==> config.mk <==
export PLATFORM = sky130hd
export DESIGN_NAME = clock_page_replacement
export DESIGN_NICKNAME = d
export VERILOG_FILES = /design/src/rtl/cpr_pkg.sv /design/src/rtl/cpr_ctrl.sv /design/src/rtl/cpr_dp.sv /design/src/rtl/clock_page_replacement.sv
export SDC_FILE = /design/constraint.sdc
export NUM_CORES = 1
export LEC_CHECK = 0
export BUFFER_PORTS_ARGS = -buffer_cell sky130_fd_sc_hd__buf_2
export CORE_MARGIN = 2
export CORE_UTILIZATION = 60
export CTS_CLUSTER_SIZE = 10
export DETAILED_ROUTE_END_ITERATION = 10
export GPL_TIMING_DRIVEN = 0
export PLACE_DENSITY = 0.79
export RECOVER_POWER = 100
export SLEW_MARGIN = 20
export SYNTH_ARGS = -nofsm -noshare
export SYNTH_HDL_FRONTEND = slang
export SYNTH_SLANG_ARGS = --single-unit
==> constraint.sdc <==
create_clock -name clk -period 5.8 [get_ports clk]
set_input_delay 0.29 -clock clk [delete_from_list [all_inputs] [get_ports clk]]
set_output_delay 0.29 -clock clk [all_outputs]
set_load 0.03 [all_outputs]
==> src/rtl/cpr_pkg.sv <==
`timescale 1ns / 1ps
// ----------------------------------------------------------------------------
// cpr_pkg: shared types and constants for the clock page replacement block
// Field widths, the capacity reset value and the command and status bundles
// that pass between the controller and the datapath.
// ----------------------------------------------------------------------------
package cpr_pkg;

	// Field widths fixed by the interface.
	localparam int PAGE_W = 32;
	localparam int CAP_W  = 5;
	localparam int SLOT_W = 4;
	localparam int CNT_W  = 32;

	// Largest capacity the register can express.
	localparam int MAX_CAP = (1 << CAP_W) - 1;

	// Capacity after reset.
	localparam logic [CAP_W-1:0] CAP_RESET = 5'd16;

	// Commands from the controller to the datapath.
	typedef struct packed {
		logic start;   // input transfer: latch page, bring hand into range
		logic lookup;  // compare page against resident slots
		logic sweep;   // clear reference bit under hand and advance
		logic update;  // commit the access and load the result register
	} cpr_cmd_t;

	// Status from the datapath to the controller.
	typedef struct packed {
		logic match;       // page is resident in a slot in use
		logic fill_free;   // not full and hand is on a free slot
		logic ref_at_hand; // reference bit under hand is set
	} cpr_sts_t;

endpackage

==> src/rtl/cpr_ctrl.sv <==
`timescale 1ns / 1ps
// ----------------------------------------------------------------------------
// cpr_ctrl: sequencing controller for the clock page replacement block
// Walks each reference through lookup, an optional clock sweep and a commit,
// and owns the input stall and the result valid flag.
// ----------------------------------------------------------------------------
module cpr_ctrl (
	input  logic              clk,
	input  logic              arst_n,
	input  logic              in_valid,
	output logic              in_stall,
	output logic              out_valid,
	input  logic              out_stall,
	input  cpr_pkg::cpr_sts_t sts,
	output cpr_pkg::cpr_cmd_t cmd
);

	localparam logic [1:0] ST_IDLE   = 2'd0;
	localparam logic [1:0] ST_LOOKUP = 2'd1;
	localparam logic [1:0] ST_SWEEP  = 2'd2;
	localparam logic [1:0] ST_UPDATE = 2'd3;

	logic [1:0] state_q;
	logic [1:0] state_d;
	logic       out_valid_q;
	logic       out_free;
	logic       in_xfer;

	// New items are taken only between references.
	assign in_stall  = (state_q != ST_IDLE);
	assign in_xfer   = in_valid && !in_stall;
	assign out_valid = out_valid_q;
	assign out_free  = !out_valid_q || !out_stall;

	// Next state and datapath commands.
	always_comb begin
		state_d    = state_q;
		cmd        = '0;
		cmd.start  = in_xfer;
		unique case (state_q)
			ST_IDLE: begin
				if (in_xfer) begin
					state_d = ST_LOOKUP;
				end
			end
			ST_LOOKUP: begin
				cmd.lookup = 1'b1;
				if (sts.match || sts.fill_free) begin
					state_d = ST_UPDATE;
				end else begin
					state_d = ST_SWEEP;
				end
			end
			ST_SWEEP: begin
				if (sts.ref_at_hand) begin
					cmd.sweep = 1'b1;
				end else begin
					state_d = ST_UPDATE;
				end
			end
			ST_UPDATE: begin
				if (out_free) begin
					cmd.update = 1'b1;
					state_d    = ST_IDLE;
				end
			end
			default: begin
				state_d = ST_IDLE;
			end
		endcase
	end

	// State register.
	always_ff @(posedge clk or negedge arst_n) begin
		if (!arst_n) begin
			state_q <= ST_IDLE;
		end else begin
			state_q <= state_d;
		end
	end

	// Result valid: set on commit, cleared when the result is transferred.
	always_ff @(posedge clk or negedge arst_n) begin
		if (!arst_n) begin
			out_valid_q <= 1'b0;
		end else if (cmd.update) begin
			out_valid_q <= 1'b1;
		end else if (out_valid_q && !out_stall) begin
			out_valid_q <= 1'b0;
		end
	end

	// A commit never overwrites a result that is still held by the receiver.
	a_commit_when_free: assert property (@(posedge clk) disable iff (!arst_n)
		cmd.update |-> !(out_valid_q && out_stall))
		else $error("commit while result register is held");

	// A committed reference is visible as a valid result next cycle.
	a_commit_shows: assert property (@(posedge clk) disable iff (!arst_n)
		cmd.update |=> out_valid_q)
		else $error("commit did not raise result valid");

	// An accepted reference always proceeds to lookup.
	a_accept_lookup: assert property (@(posedge clk) disable iff (!arst_n)
		in_xfer |=> (state_q == ST_LOOKUP))
		else $error("accepted reference skipped lookup");

endmodule

==> src/rtl/cpr_dp.sv <==
`timescale 1ns / 1ps
// ----------------------------------------------------------------------------
// cpr_dp: datapath of the clock page replacement block
// Holds the slot pages, valid and reference bits, the hand, occupancy, the
// saturating totals, the capacity register and the result register.
// ----------------------------------------------------------------------------
module cpr_dp #(
	parameter int SLOTS = 16
) (
	input  logic                             clk,
	input  logic                             arst_n,
	input  logic                             cfg_we,
	input  logic        [cpr_pkg::CAP_W-1:0]  cfg_wdata,
	input  logic signed [cpr_pkg::PAGE_W-1:0] page,
	input  cpr_pkg::cpr_cmd_t                cmd,
	output cpr_pkg::cpr_sts_t                sts,
	output logic                             hit,
	output logic        [cpr_pkg::SLOT_W-1:0] slot,
	output logic                             evicted,
	output logic signed [cpr_pkg::PAGE_W-1:0] evicted_page,
	output logic        [cpr_pkg::CNT_W-1:0]  hit_total,
	output logic        [cpr_pkg::CNT_W-1:0]  miss_total
);

	// Only slots below the largest capacity can ever be in use.
	localparam int DEPTH = (SLOTS < cpr_pkg::MAX_CAP) ? SLOTS : cpr_pkg::MAX_CAP;
	localparam int IDX_W = (DEPTH > 1) ? $clog2(DEPTH) : 1;
	localparam logic [cpr_pkg::CAP_W-1:0] DEPTH_C = cpr_pkg::CAP_W'(DEPTH);

	logic [cpr_pkg::CAP_W-1:0]  cap_q;
	logic [cpr_pkg::CAP_W-1:0]  cap_eff;
	logic [cpr_pkg::PAGE_W-1:0] page_q;
	logic [cpr_pkg::PAGE_W-1:0] slot_page_q [DEPTH];
	logic [DEPTH-1:0]           valid_q;
	logic [DEPTH-1:0]           ref_q;
	logic [IDX_W-1:0]           hand_q;
	logic [IDX_W-1:0]           hand_next;
	logic [cpr_pkg::CAP_W-1:0]  occ_q;
	logic [cpr_pkg::CNT_W-1:0]  hits_q;
	logic [cpr_pkg::CNT_W-1:0]  misses_q;
	logic                       hit_q;
	logic [IDX_W-1:0]           where_q;
	logic [DEPTH-1:0]           match_vec;
	logic                       match_any;
	logic [IDX_W-1:0]           match_idx;
	logic [IDX_W-1:0]           wr_idx;
	logic                       res_hit_q;
	logic [cpr_pkg::SLOT_W-1:0] res_slot_q;
	logic                       res_evicted_q;
	logic [cpr_pkg::PAGE_W-1:0] res_ev_page_q;

	// Capacity in use: zero acts as one, values above the storage clamp.
	always_comb begin
		if (cap_q == '0) begin
			cap_eff = cpr_pkg::CAP_W'(1);
		end else if (cap_q > DEPTH_C) begin
			cap_eff = DEPTH_C;
		end else begin
			cap_eff = cap_q;
		end
	end

	// Parallel tag compare over the slots in use, lowest match wins.
	always_comb begin
		match_any = 1'b0;
		match_idx = '0;
		for (int i = 0; i < DEPTH; i++) begin
			match_vec[i] = valid_q[i] && (cpr_pkg::CAP_W'(i) < cap_eff)
				&& (slot_page_q[i] == page_q);
		end
		for (int i = DEPTH - 1; i >= 0; i--) begin
			if (match_vec[i]) begin
				match_any = 1'b1;
				match_idx = IDX_W'(i);
			end
		end
	end

	// Hand advance with wrap at the capacity.
	always_comb begin
		if ((cpr_pkg::CAP_W'(hand_q) + cpr_pkg::CAP_W'(1)) >= cap_eff) begin
			hand_next = '0;
		end else begin
			hand_next = hand_q + IDX_W'(1);
		end
	end

	// Slot written on commit: the hit slot, or the slot under the hand on a miss.
	assign wr_idx = hit_q ? where_q : hand_q;

	// Status toward the controller.
	assign sts.match       = match_any;
	assign sts.fill_free   = (occ_q < cap_eff) && !valid_q[hand_q];
	assign sts.ref_at_hand = ref_q[hand_q];

	// Capacity register.
	always_ff @(posedge clk or negedge arst_n) begin
		if (!arst_n) begin
			cap_q <= cpr_pkg::CAP_RESET;
		end else if (cfg_we) begin
			cap_q <= cfg_wdata;
		end
	end

	// Page latch and lookup result.
	always_ff @(posedge clk) begin
		if (cmd.start) begin
			page_q <= page;
		end
		if (cmd.lookup) begin
			hit_q   <= match_any;
			where_q <= match_idx;
		end
	end

	// Slot page storage, written only when a miss commits.
	always_ff @(posedge clk) begin
		if (cmd.update && !hit_q) begin
			slot_page_q[wr_idx] <= page_q;
		end
	end

	// Replacement state: valid and reference bits, hand, occupancy, totals.
	always_ff @(posedge clk or negedge arst_n) begin
		if (!arst_n) begin
			valid_q  <= '0;
			ref_q    <= '0;
			hand_q   <= '0;
			occ_q    <= '0;
			hits_q   <= '0;
			misses_q <= '0;
		end else begin
			if (cmd.start && (cpr_pkg::CAP_W'(hand_q) >= cap_eff)) begin
				hand_q <= '0;
			end
			if (cmd.sweep) begin
				ref_q[hand_q] <= 1'b0;
				hand_q        <= hand_next;
			end
			if (cmd.update) begin
				ref_q[wr_idx] <= 1'b1;
				if (hit_q) begin
					if (hits_q != '1) begin
						hits_q <= hits_q + cpr_pkg::CNT_W'(1);
					end
				end else begin
					if (!valid_q[wr_idx]) begin
						valid_q[wr_idx] <= 1'b1;
						occ_q           <= occ_q + cpr_pkg::CAP_W'(1);
					end
					hand_q <= hand_next;
					if (misses_q != '1) begin
						misses_q <= misses_q + cpr_pkg::CNT_W'(1);
					end
				end
			end
		end
	end

	// Result register, loaded on commit.
	always_ff @(posedge clk) begin
		if (cmd.update) begin
			res_hit_q     <= hit_q;
			res_slot_q    <= cpr_pkg::SLOT_W'(wr_idx);
			res_evicted_q <= !hit_q && valid_q[wr_idx];
			if (!hit_q && valid_q[wr_idx]) begin
				res_ev_page_q <= slot_page_q[wr_idx];
			end else begin
				res_ev_page_q <= '0;
			end
		end
	end

	assign hit          = res_hit_q;
	assign slot         = res_slot_q;
	assign evicted      = res_evicted_q;
	assign evicted_page = res_ev_page_q;
	assign hit_total    = hits_q;
	assign miss_total   = misses_q;

	// Occupancy always equals the number of valid slots.
	a_occ_count: assert property (@(posedge clk) disable iff (!arst_n)
		int'(occ_q) == $countones(valid_q))
		else $error("occupancy out of step with valid bits");

	// The hand lies inside the capacity whenever a lookup runs.
	a_hand_range: assert property (@(posedge clk) disable iff (!arst_n)
		cmd.lookup |-> (cpr_pkg::CAP_W'(hand_q) < cap_eff))
		else $error("hand beyond capacity at lookup");

	// A sweep step only ever clears a set reference bit.
	a_sweep_ref: assert property (@(posedge clk) disable iff (!arst_n)
		cmd.sweep |-> ref_q[hand_q])
		else $error("sweep step on a clear reference bit");

endmodule

==> src/rtl/clock_page_replacement.sv <==
`timescale 1ns / 1ps
// ----------------------------------------------------------------------------
// clock_page_replacement: clock (second chance) page replacement cache
// Looks up one page reference per transfer and reports hit or miss, the slot,
// any evicted page and saturating hit and miss totals.
// ----------------------------------------------------------------------------
// Usage:
//   The input channel (in_valid, in_stall, page) takes one page reference per
//   transfer; the output channel (out_valid, out_stall and the result fields)
//   gives exactly one result per reference, in order.
//   cfg_we with cfg_wdata writes the capacity (slots in use); write it only
//   while no reference is in flight.
//   A reference is taken on transfer, compared against every resident slot
//   in the next cycle, then committed. A hit or a miss that fills a free slot
//   goes from lookup straight to commit; a miss that runs the clock sweep
//   first clears set reference bits under the hand, one slot per cycle, until
//   the hand finds a clear one, then commits. A new reference is taken the
//   cycle after the previous one commits.
//   The result register parts the two sides: while the receiver stalls, the
//   next reference is still taken and processed up to its commit, which
//   waits until the held result has been transferred.
//   Reset empties the cache, clears the totals and sets the capacity to 16.
// ----------------------------------------------------------------------------
module clock_page_replacement #(
	parameter int SLOTS = 16
) (
	input  logic                             clk,
	input  logic                             arst_n,
	input  logic                             cfg_we,
	input  logic        [cpr_pkg::CAP_W-1:0]  cfg_wdata,
	input  logic                             in_valid,
	output logic                             in_stall,
	input  logic signed [cpr_pkg::PAGE_W-1:0] page,
	output logic                             out_valid,
	input  logic                             out_stall,
	output logic                             hit,
	output logic        [cpr_pkg::SLOT_W-1:0] slot,
	output logic                             evicted,
	output logic signed [cpr_pkg::PAGE_W-1:0] evicted_page,
	output logic        [cpr_pkg::CNT_W-1:0]  hit_total,
	output logic        [cpr_pkg::CNT_W-1:0]  miss_total
);

	cpr_pkg::cpr_cmd_t cmd;
	cpr_pkg::cpr_sts_t sts;

	// Sequencing controller.
	cpr_ctrl u_ctrl (
		.clk       (clk),
		.arst_n    (arst_n),
		.in_valid  (in_valid),
		.in_stall  (in_stall),
		.out_valid (out_valid),
		.out_stall (out_stall),
		.sts       (sts),
		.cmd       (cmd)
	);

	// Cache state and result datapath.
	cpr_dp #(
		.SLOTS (SLOTS)
	) u_dp (
		.clk          (clk),
		.arst_n       (arst_n),
		.cfg_we       (cfg_we),
		.cfg_wdata    (cfg_wdata),
		.page         (page),
		.cmd          (cmd),
		.sts          (sts),
		.hit          (hit),
		.slot         (slot),
		.evicted      (evicted),
		.evicted_page (evicted_page),
		.hit_total    (hit_total),
		.miss_total   (miss_total)
	);

endmodule
==> Word-level counts from Yosys, hierarchy flattened <==
Memory sizes are Yosys's and may differ from the RTL's. A register that Yosys moved wholly into a read port is not among the register bits.
Cells that the tools add are included.
{ "op_classes": {"multipliers": 0, "n_bitwise": 6, "reduce_logical": 59, "mux": 65, "order_cmp": 24, "n_div": 0, "n_eq_ne": 24, "add_sub_neg": 5, "shift": 0} }
{ "op_table": {"columns": ["op", "count"], "rows": [
  ["equality test 32 bit", 16],
  ["adder 32 x 1 -> 32 bit, second input constant", 2],
  ["!= test 32 bit, second input constant", 2],
  ["two-way mux 4 bit", 14],
  ["logical AND 1 bit", 40],
  ["< comparator 4 x 5 -> 1 bit, first input constant", 8],
  ["two-way mux 1 bit", 32],
  ["two-way mux 16 bit", 2],
  ["bitwise OR 16 bit", 2],
  ["< comparator 3 x 5 -> 1 bit, first input constant", 4],
  ["AND 16 bit", 1],
  ["NOT 16 bit", 1],
  ["binary-select mux 1 bit (select 4 bit)", 3],
  ["two-way mux 3 bit", 4],
  ["AND reduction 3 bit", 4],
  ["< comparator 1 x 5 -> 1 bit, first input constant", 2],
  ["< comparator 2 x 5 -> 1 bit, first input constant", 2],
  ["< comparator 4 x 5 -> 1 bit, second input constant", 2],
  ["two-way mux 2 bit", 5],
  ["two-way mux 5 bit", 2],
  ["demux 1 bit (select 4 bit)", 2],
  [">= comparator 4 x 1 -> 1 bit, second input constant", 2],
  ["one-hot mux 2 bit (4 select lines)", 1],
  ["OR reduction 8 bit", 1],
  ["other kinds (19)", 29]
]} }
{ "totals": {"input_bits": 42, "register_bits": 156, "latch_bits": 0, "ram_bits": 512, "memories": 1, "word_cells": 202, "out_inout_bits": 104, "rom_bits": 0} }
{ "mem_list": {"columns": ["memory", "depth", "width", "rd", "rd_clocked_by_memory_dff", "wr", "line_no", "source"], "rows": [
  ["u_dp.slot_page_q", 16, 32, 17, 1, 1, "cpr_dp.sv:33", "logic [cpr_pkg::PAGE_W-1:0] slot_page_q [DEPTH];"]
]} }

==> Longest topological paths before layout <==
{ "logic_depth": {"ltp_word": 25, "ltp_mapped": 12, "ltp_nobuf": 11} }

==> Modules after synthesis <==
A second synthesis with hierarchy kept.
{ "unflattened": {"cells_unflattened": 2921, "hier_area_um2": 34690.8} }
{ "by_module_without_submodules": {"columns": ["mod", "n_inst", "cells_per_inst", "area_per_inst_um2", "seq_area_each_um2"], "rows": [
  ["cpr_dp", 1, 2898, 34430.5, 20380.8],
  ["cpr_ctrl", 1, 23, 260.2, 75.1]
]} }

==> Worst setup path after synthesis <==
OpenSTA, ideal clock, no wires.
{ "synth_timing": {"kind": "register to register", "start": "reg u_ctrl.out_valid_q, in the netlist u_ctrl.out_valid", "end": "mem u_dp.slot_page_q[14][0] in the netlist's numbering, enable pin", "t_required_ps": 5339, "stages_incl_launch_ff": 7, "path_buffers": 1, "period_less_slack_ps": 5243, "setup_time_ps": 461, "path_slack_ps": 557, "t_arrival_ps": 4781, "cell_sequence": "dfrtp_1 nand2_1 nand2_1 inv_1 clkbuf_1 nand3_1 nor3_1"} }
{ "synth_rtl": {"columns": ["element", "line_no", "source"], "rows": [
  ["from (decl)", "cpr_ctrl.sv:25", "logic out_valid_q;"],
  ["from (signal assigned)", "cpr_ctrl.sv:85", "out_valid_q <= 1'b0;"],
  ["from (signal assigned)", "cpr_ctrl.sv:87", "out_valid_q <= 1'b1;"],
  ["from (signal assigned)", "cpr_ctrl.sv:89", "out_valid_q <= 1'b0;"],
  ["to (decl)", "cpr_dp.sv:33", null]
]} }

==> Worst setup path in the final report <==
{ "layout_timing": {"start": "reg u_dp.page_q[17] in the netlist's numbering", "end": "reg u_dp.where_q[0], data pin"} }
{ "layout_via": {"elab_chain_cells": 17, "elab_cells_between_ends": 47, "cone_classes": "16 x eq/ne; 15 x mux; 16 x reduce/logical"} }
{ "layout_lines": {"columns": ["element", "line_no", "source"], "rows": [
  ["from (decl)", "cpr_dp.sv:32", "logic [cpr_pkg::PAGE_W-1:0] page_q;"],
  ["from (signal assigned)", "cpr_dp.sv:108", "page_q <= page;"],
  ["equality test 32 bit", "cpr_dp.sv:69", "&& (slot_page_q[i] == page_q);"],
  ["logical AND 1 bit", "cpr_dp.sv:69", null],
  ["two-way mux 4 bit (8 in series)", "cpr_dp.sv:72", "if (match_vec[i]) begin"],
  ["two-way mux 3 bit (4 in series)", "cpr_dp.sv:72", null],
  ["two-way mux 2 bit (2 in series)", "cpr_dp.sv:72", null],
  ["two-way mux 1 bit", "cpr_dp.sv:72", null],
  ["to (signal assigned)", "cpr_dp.sv:112", "where_q <= match_idx;"],
  ["to (decl)", "cpr_dp.sv:42", "logic [IDX_W-1:0] where_q;"]
]} }
Several ways; a longest one is shown, not always the timed one.
A chain may end at the register's enable or synchronous reset.

==> flow_metrics.tcl <==
set metrics [dict create \
    status "finished with violations" \
    violations "capacitance limit, slew limit" \
    worstHoldStart "cfg_we" \
    synthTopCellsByCount "nand2_1, edfxtp_1, xnor2_1" \
    clock_latency_ns 0.65 \
    antenna_found_initial 9 \
    yosysTopAreaCellShare 0.511 \
    rows 87 \
    vias 27100 \
    die_w_um 244 \
    dp_hpwl_mm 99.1 \
    clock_path_buffers 3 \
    yosys_warnings 0 \
    root_buffer "clkbuf_16" \
    postCtsHoldBufs 39 \
    place.gp.congestion 1.02 \
    synthDistinctLibCells 57 \
    top_usage_layer "met2" \
    worstRegToRegCells 10 \
    worstPathRequired_ns 6.25 \
    place_ws_ns 1.03 \
    min_to "u_dp.cap_q[4]" \
    synth.area.top_cells "edfxtp_1, xnor2_1, dfrtp_1" \
    synthesis.area_um2 34500 \
    cts_resized 0 \
    hold_class "in -> reg" \
    final-hold-violation-count 0 \
    dp_cells 3892 \
    crit_type "reg -> reg" \
    grt_pass1_wl_mm 184 \
    post_cts_buffers 0 \
    period_needed_ns 5.61 \
    crit_arrival_ns 6.05 \
    wl_mm 131 \
    grt_overflow 0 \
    grt_max_degree 67 \
    max_slew.worst_pin.slew_ns 2.54 \
    synthesis.nets 3028 \
    tritoncts "done" \
    synth_cells 2963 \
    maxCapViolations 5 \
    start_kind "register" \
    skew_ns 0.0152 \
    timing.hold.ws_ns 0.0265 \
    leakagePower_nw 13.8 \
    synth_top_cell_by_area "edfxtp_1" \
    fin_crit_sh 0.966 \
    setup_slack_ns 0.195 \
    drive_gt1_frac 0.0745 \
    final_antenna_net_count 0 \
    met3_usage 0.146 \
    grt_pass1_vias 26000 \
    max_freq_mhz 178 \
    setup_tns_ns 0 \
    htreeDepth 3 \
    routedWlPerCell_um 32.3 \
    synth.most_common_cell "nand2_1" \
    synthFlopType "edfxtp_1" \
    numCtsBuffers 81 \
    pin_count 146 \
    fin_nets 3323 \
    drtIter0Drc 4845 \
    grt_use_met2 0.653 \
    holdPathStages 3 \
    synth_seq_cells 700 \
    design.core.area_um2 56600 \
    power_density_nw_per_um2 468 \
    area_growth_pct 13.4 \
    worst_r2r_endpoint "u_dp.where_q[0]" \
    routed_via_density 6.71 \
    rsz0062_at_grt "false" \
    relSlewSlack -0.695 \
    final_cell_count_no_fill 4045 \
    synth_edf_count 587 \
    track_usage 0.440 \
    use_met1 0.603 \
    cp_max_fo 17 \
    clock-sinks 700 \
    drc 0 \
    critPathCaptureType "register" \
    firstDrtPassIters 6 \
    clkTransAtPathRegs_ns 0.06 \
    rr_startpoint "u_dp.page_q[17]" \
    maxSlewViolCount 167 \
    irDropWorstVdd_v 0.000372 \
    start_util 0.609 \
    portBuffers 144 \
    r2r_setup_slack_ns 0.19 \
    finalCoreUtilization 0.691 \
    die-area_um2 59400 \
    ys_seq_area_frac 0.593 \
    ys_async_sr_fraction 0.161 \
    dieHeight_um 244 \
    syn_area_per_cell_um2 11.6 \
    finalSetupViolations 0 \
]
## placed cells by master (no fill, tap or decap), drive strengths merged, types with 9 or more instances in the layout
cell / instances
nand2: 617
edfxtp: 587
xnor2: 344
clkbuf: 332
xor2: 231
nand3: 184
buf: 139
a311oi: 130
dfrtp: 112
nor4: 100
nand4: 96
and3: 84
nor2: 46
dlygate4sd3: 39
inv: 29
nor3: 28
ha: 23
o21ai: 23
a21oi: 14
mux4: 11
nand2b: 10
and4: 9
o21bai: 9
and2: 9
## flip-flops by register name (all words and copies together), names as in the netlist
signal             flops
u_dp.slot_page_q     512
u_dp.evicted_page     32
u_dp.hit_total        32
u_dp.miss_total       32
u_dp.page_q           32
u_dp.ref_q            16
u_dp.valid_q          16
u_dp.cap_q             5
u_dp.occ_q             5
u_dp.hand_q            4
u_dp.slot              4
u_dp.where_q           4
u_ctrl.state_q         2
u_ctrl.out_valid       1
u_dp.evicted           1
u_dp.hit               1
u_dp.hit_q             1
## how the worst max path moves through the flow
stage               cells after the start              start  slack (ns)                       to
finish                                 10    u_dp.page_q[17]        0.19          u_dp.where_q[0]
global route                            8         u_dp.hit_q        0.39  u_dp.slot_page_q[2][10]
CTS                                    10    u_dp.page_q[17]         1.0          u_dp.where_q[0]
detailed placement                     10    u_dp.page_q[17]        1.03          u_dp.where_q[0]
global placement                        6  u_ctrl.state_q[1]       -1.95  u_dp.slot_page_q[12][5]
floorplan                               6   u_ctrl.out_valid        0.56  u_dp.slot_page_q[14][0]
## metrics by stage
step | total power [W] | cell area, um2
floorplan | 0.0105 | 34500
global placement | 0.0132 | 36200
detailed placement | 0.0133 | 36700
CTS | 0.0180 | 39400
global route | 0.0187 | 39100
finish | 0.0183 | 39100
## where the power goes
group	internal (W)	switching, W	leakage, nW
combinational	0.00181	0.00512	5.99
sequential	0.00614	0.000549	6.75
clock	0.00260	0.00207	1.11
total	0.0106	0.00774	13.8
## routing by layer
metal,vias up,wire length [um]
met5,-,47
met4,8,6350
met3,393,19500
met2,2245,56700
met1,13200,48200
li1,11300,-
## layout make-up
class / instances / area, um2
Sequential cell: 700 / 20500
Fill cell: 4170 / 17500
Multi-Input combinational cell: 2043 / 13100
Clock buffer: 104 / 2150
Timing Repair Buffer: 212 / 1380
Tap cell: 756 / 946
Buffer: 194 / 807
Clock inverter: 9 / 129
Inverter: 26 / 97.6
Antenna cell: 1 / 2.50
## cell families after synthesis
family / after synthesis / share of synthesized area
simple gates: 1202 / 0.164
flops: 700 / 0.593
xor+xnor: 575 / 0.146
buf+inv: 220 / 0.0264
compound gates: 216 / 0.0502
mux: 26 / 0.0119
fa+ha+maj: 24 / 0.00863
## critical path, stage by stage, from the launching register on
cell and delay (ns):
edfxtp_1 0.97, clkbuf_1 0.62, clkbuf_1 1.06, xor2_1 0.27, nor4_1 0.89, nand4_1 0.17
nor4_1 0.40, nand4_1 0.32, o2111ai_1 0.20, o2111ai_1 0.15, a31oi_1 0.30
Power figures use the tool's default switching activity.
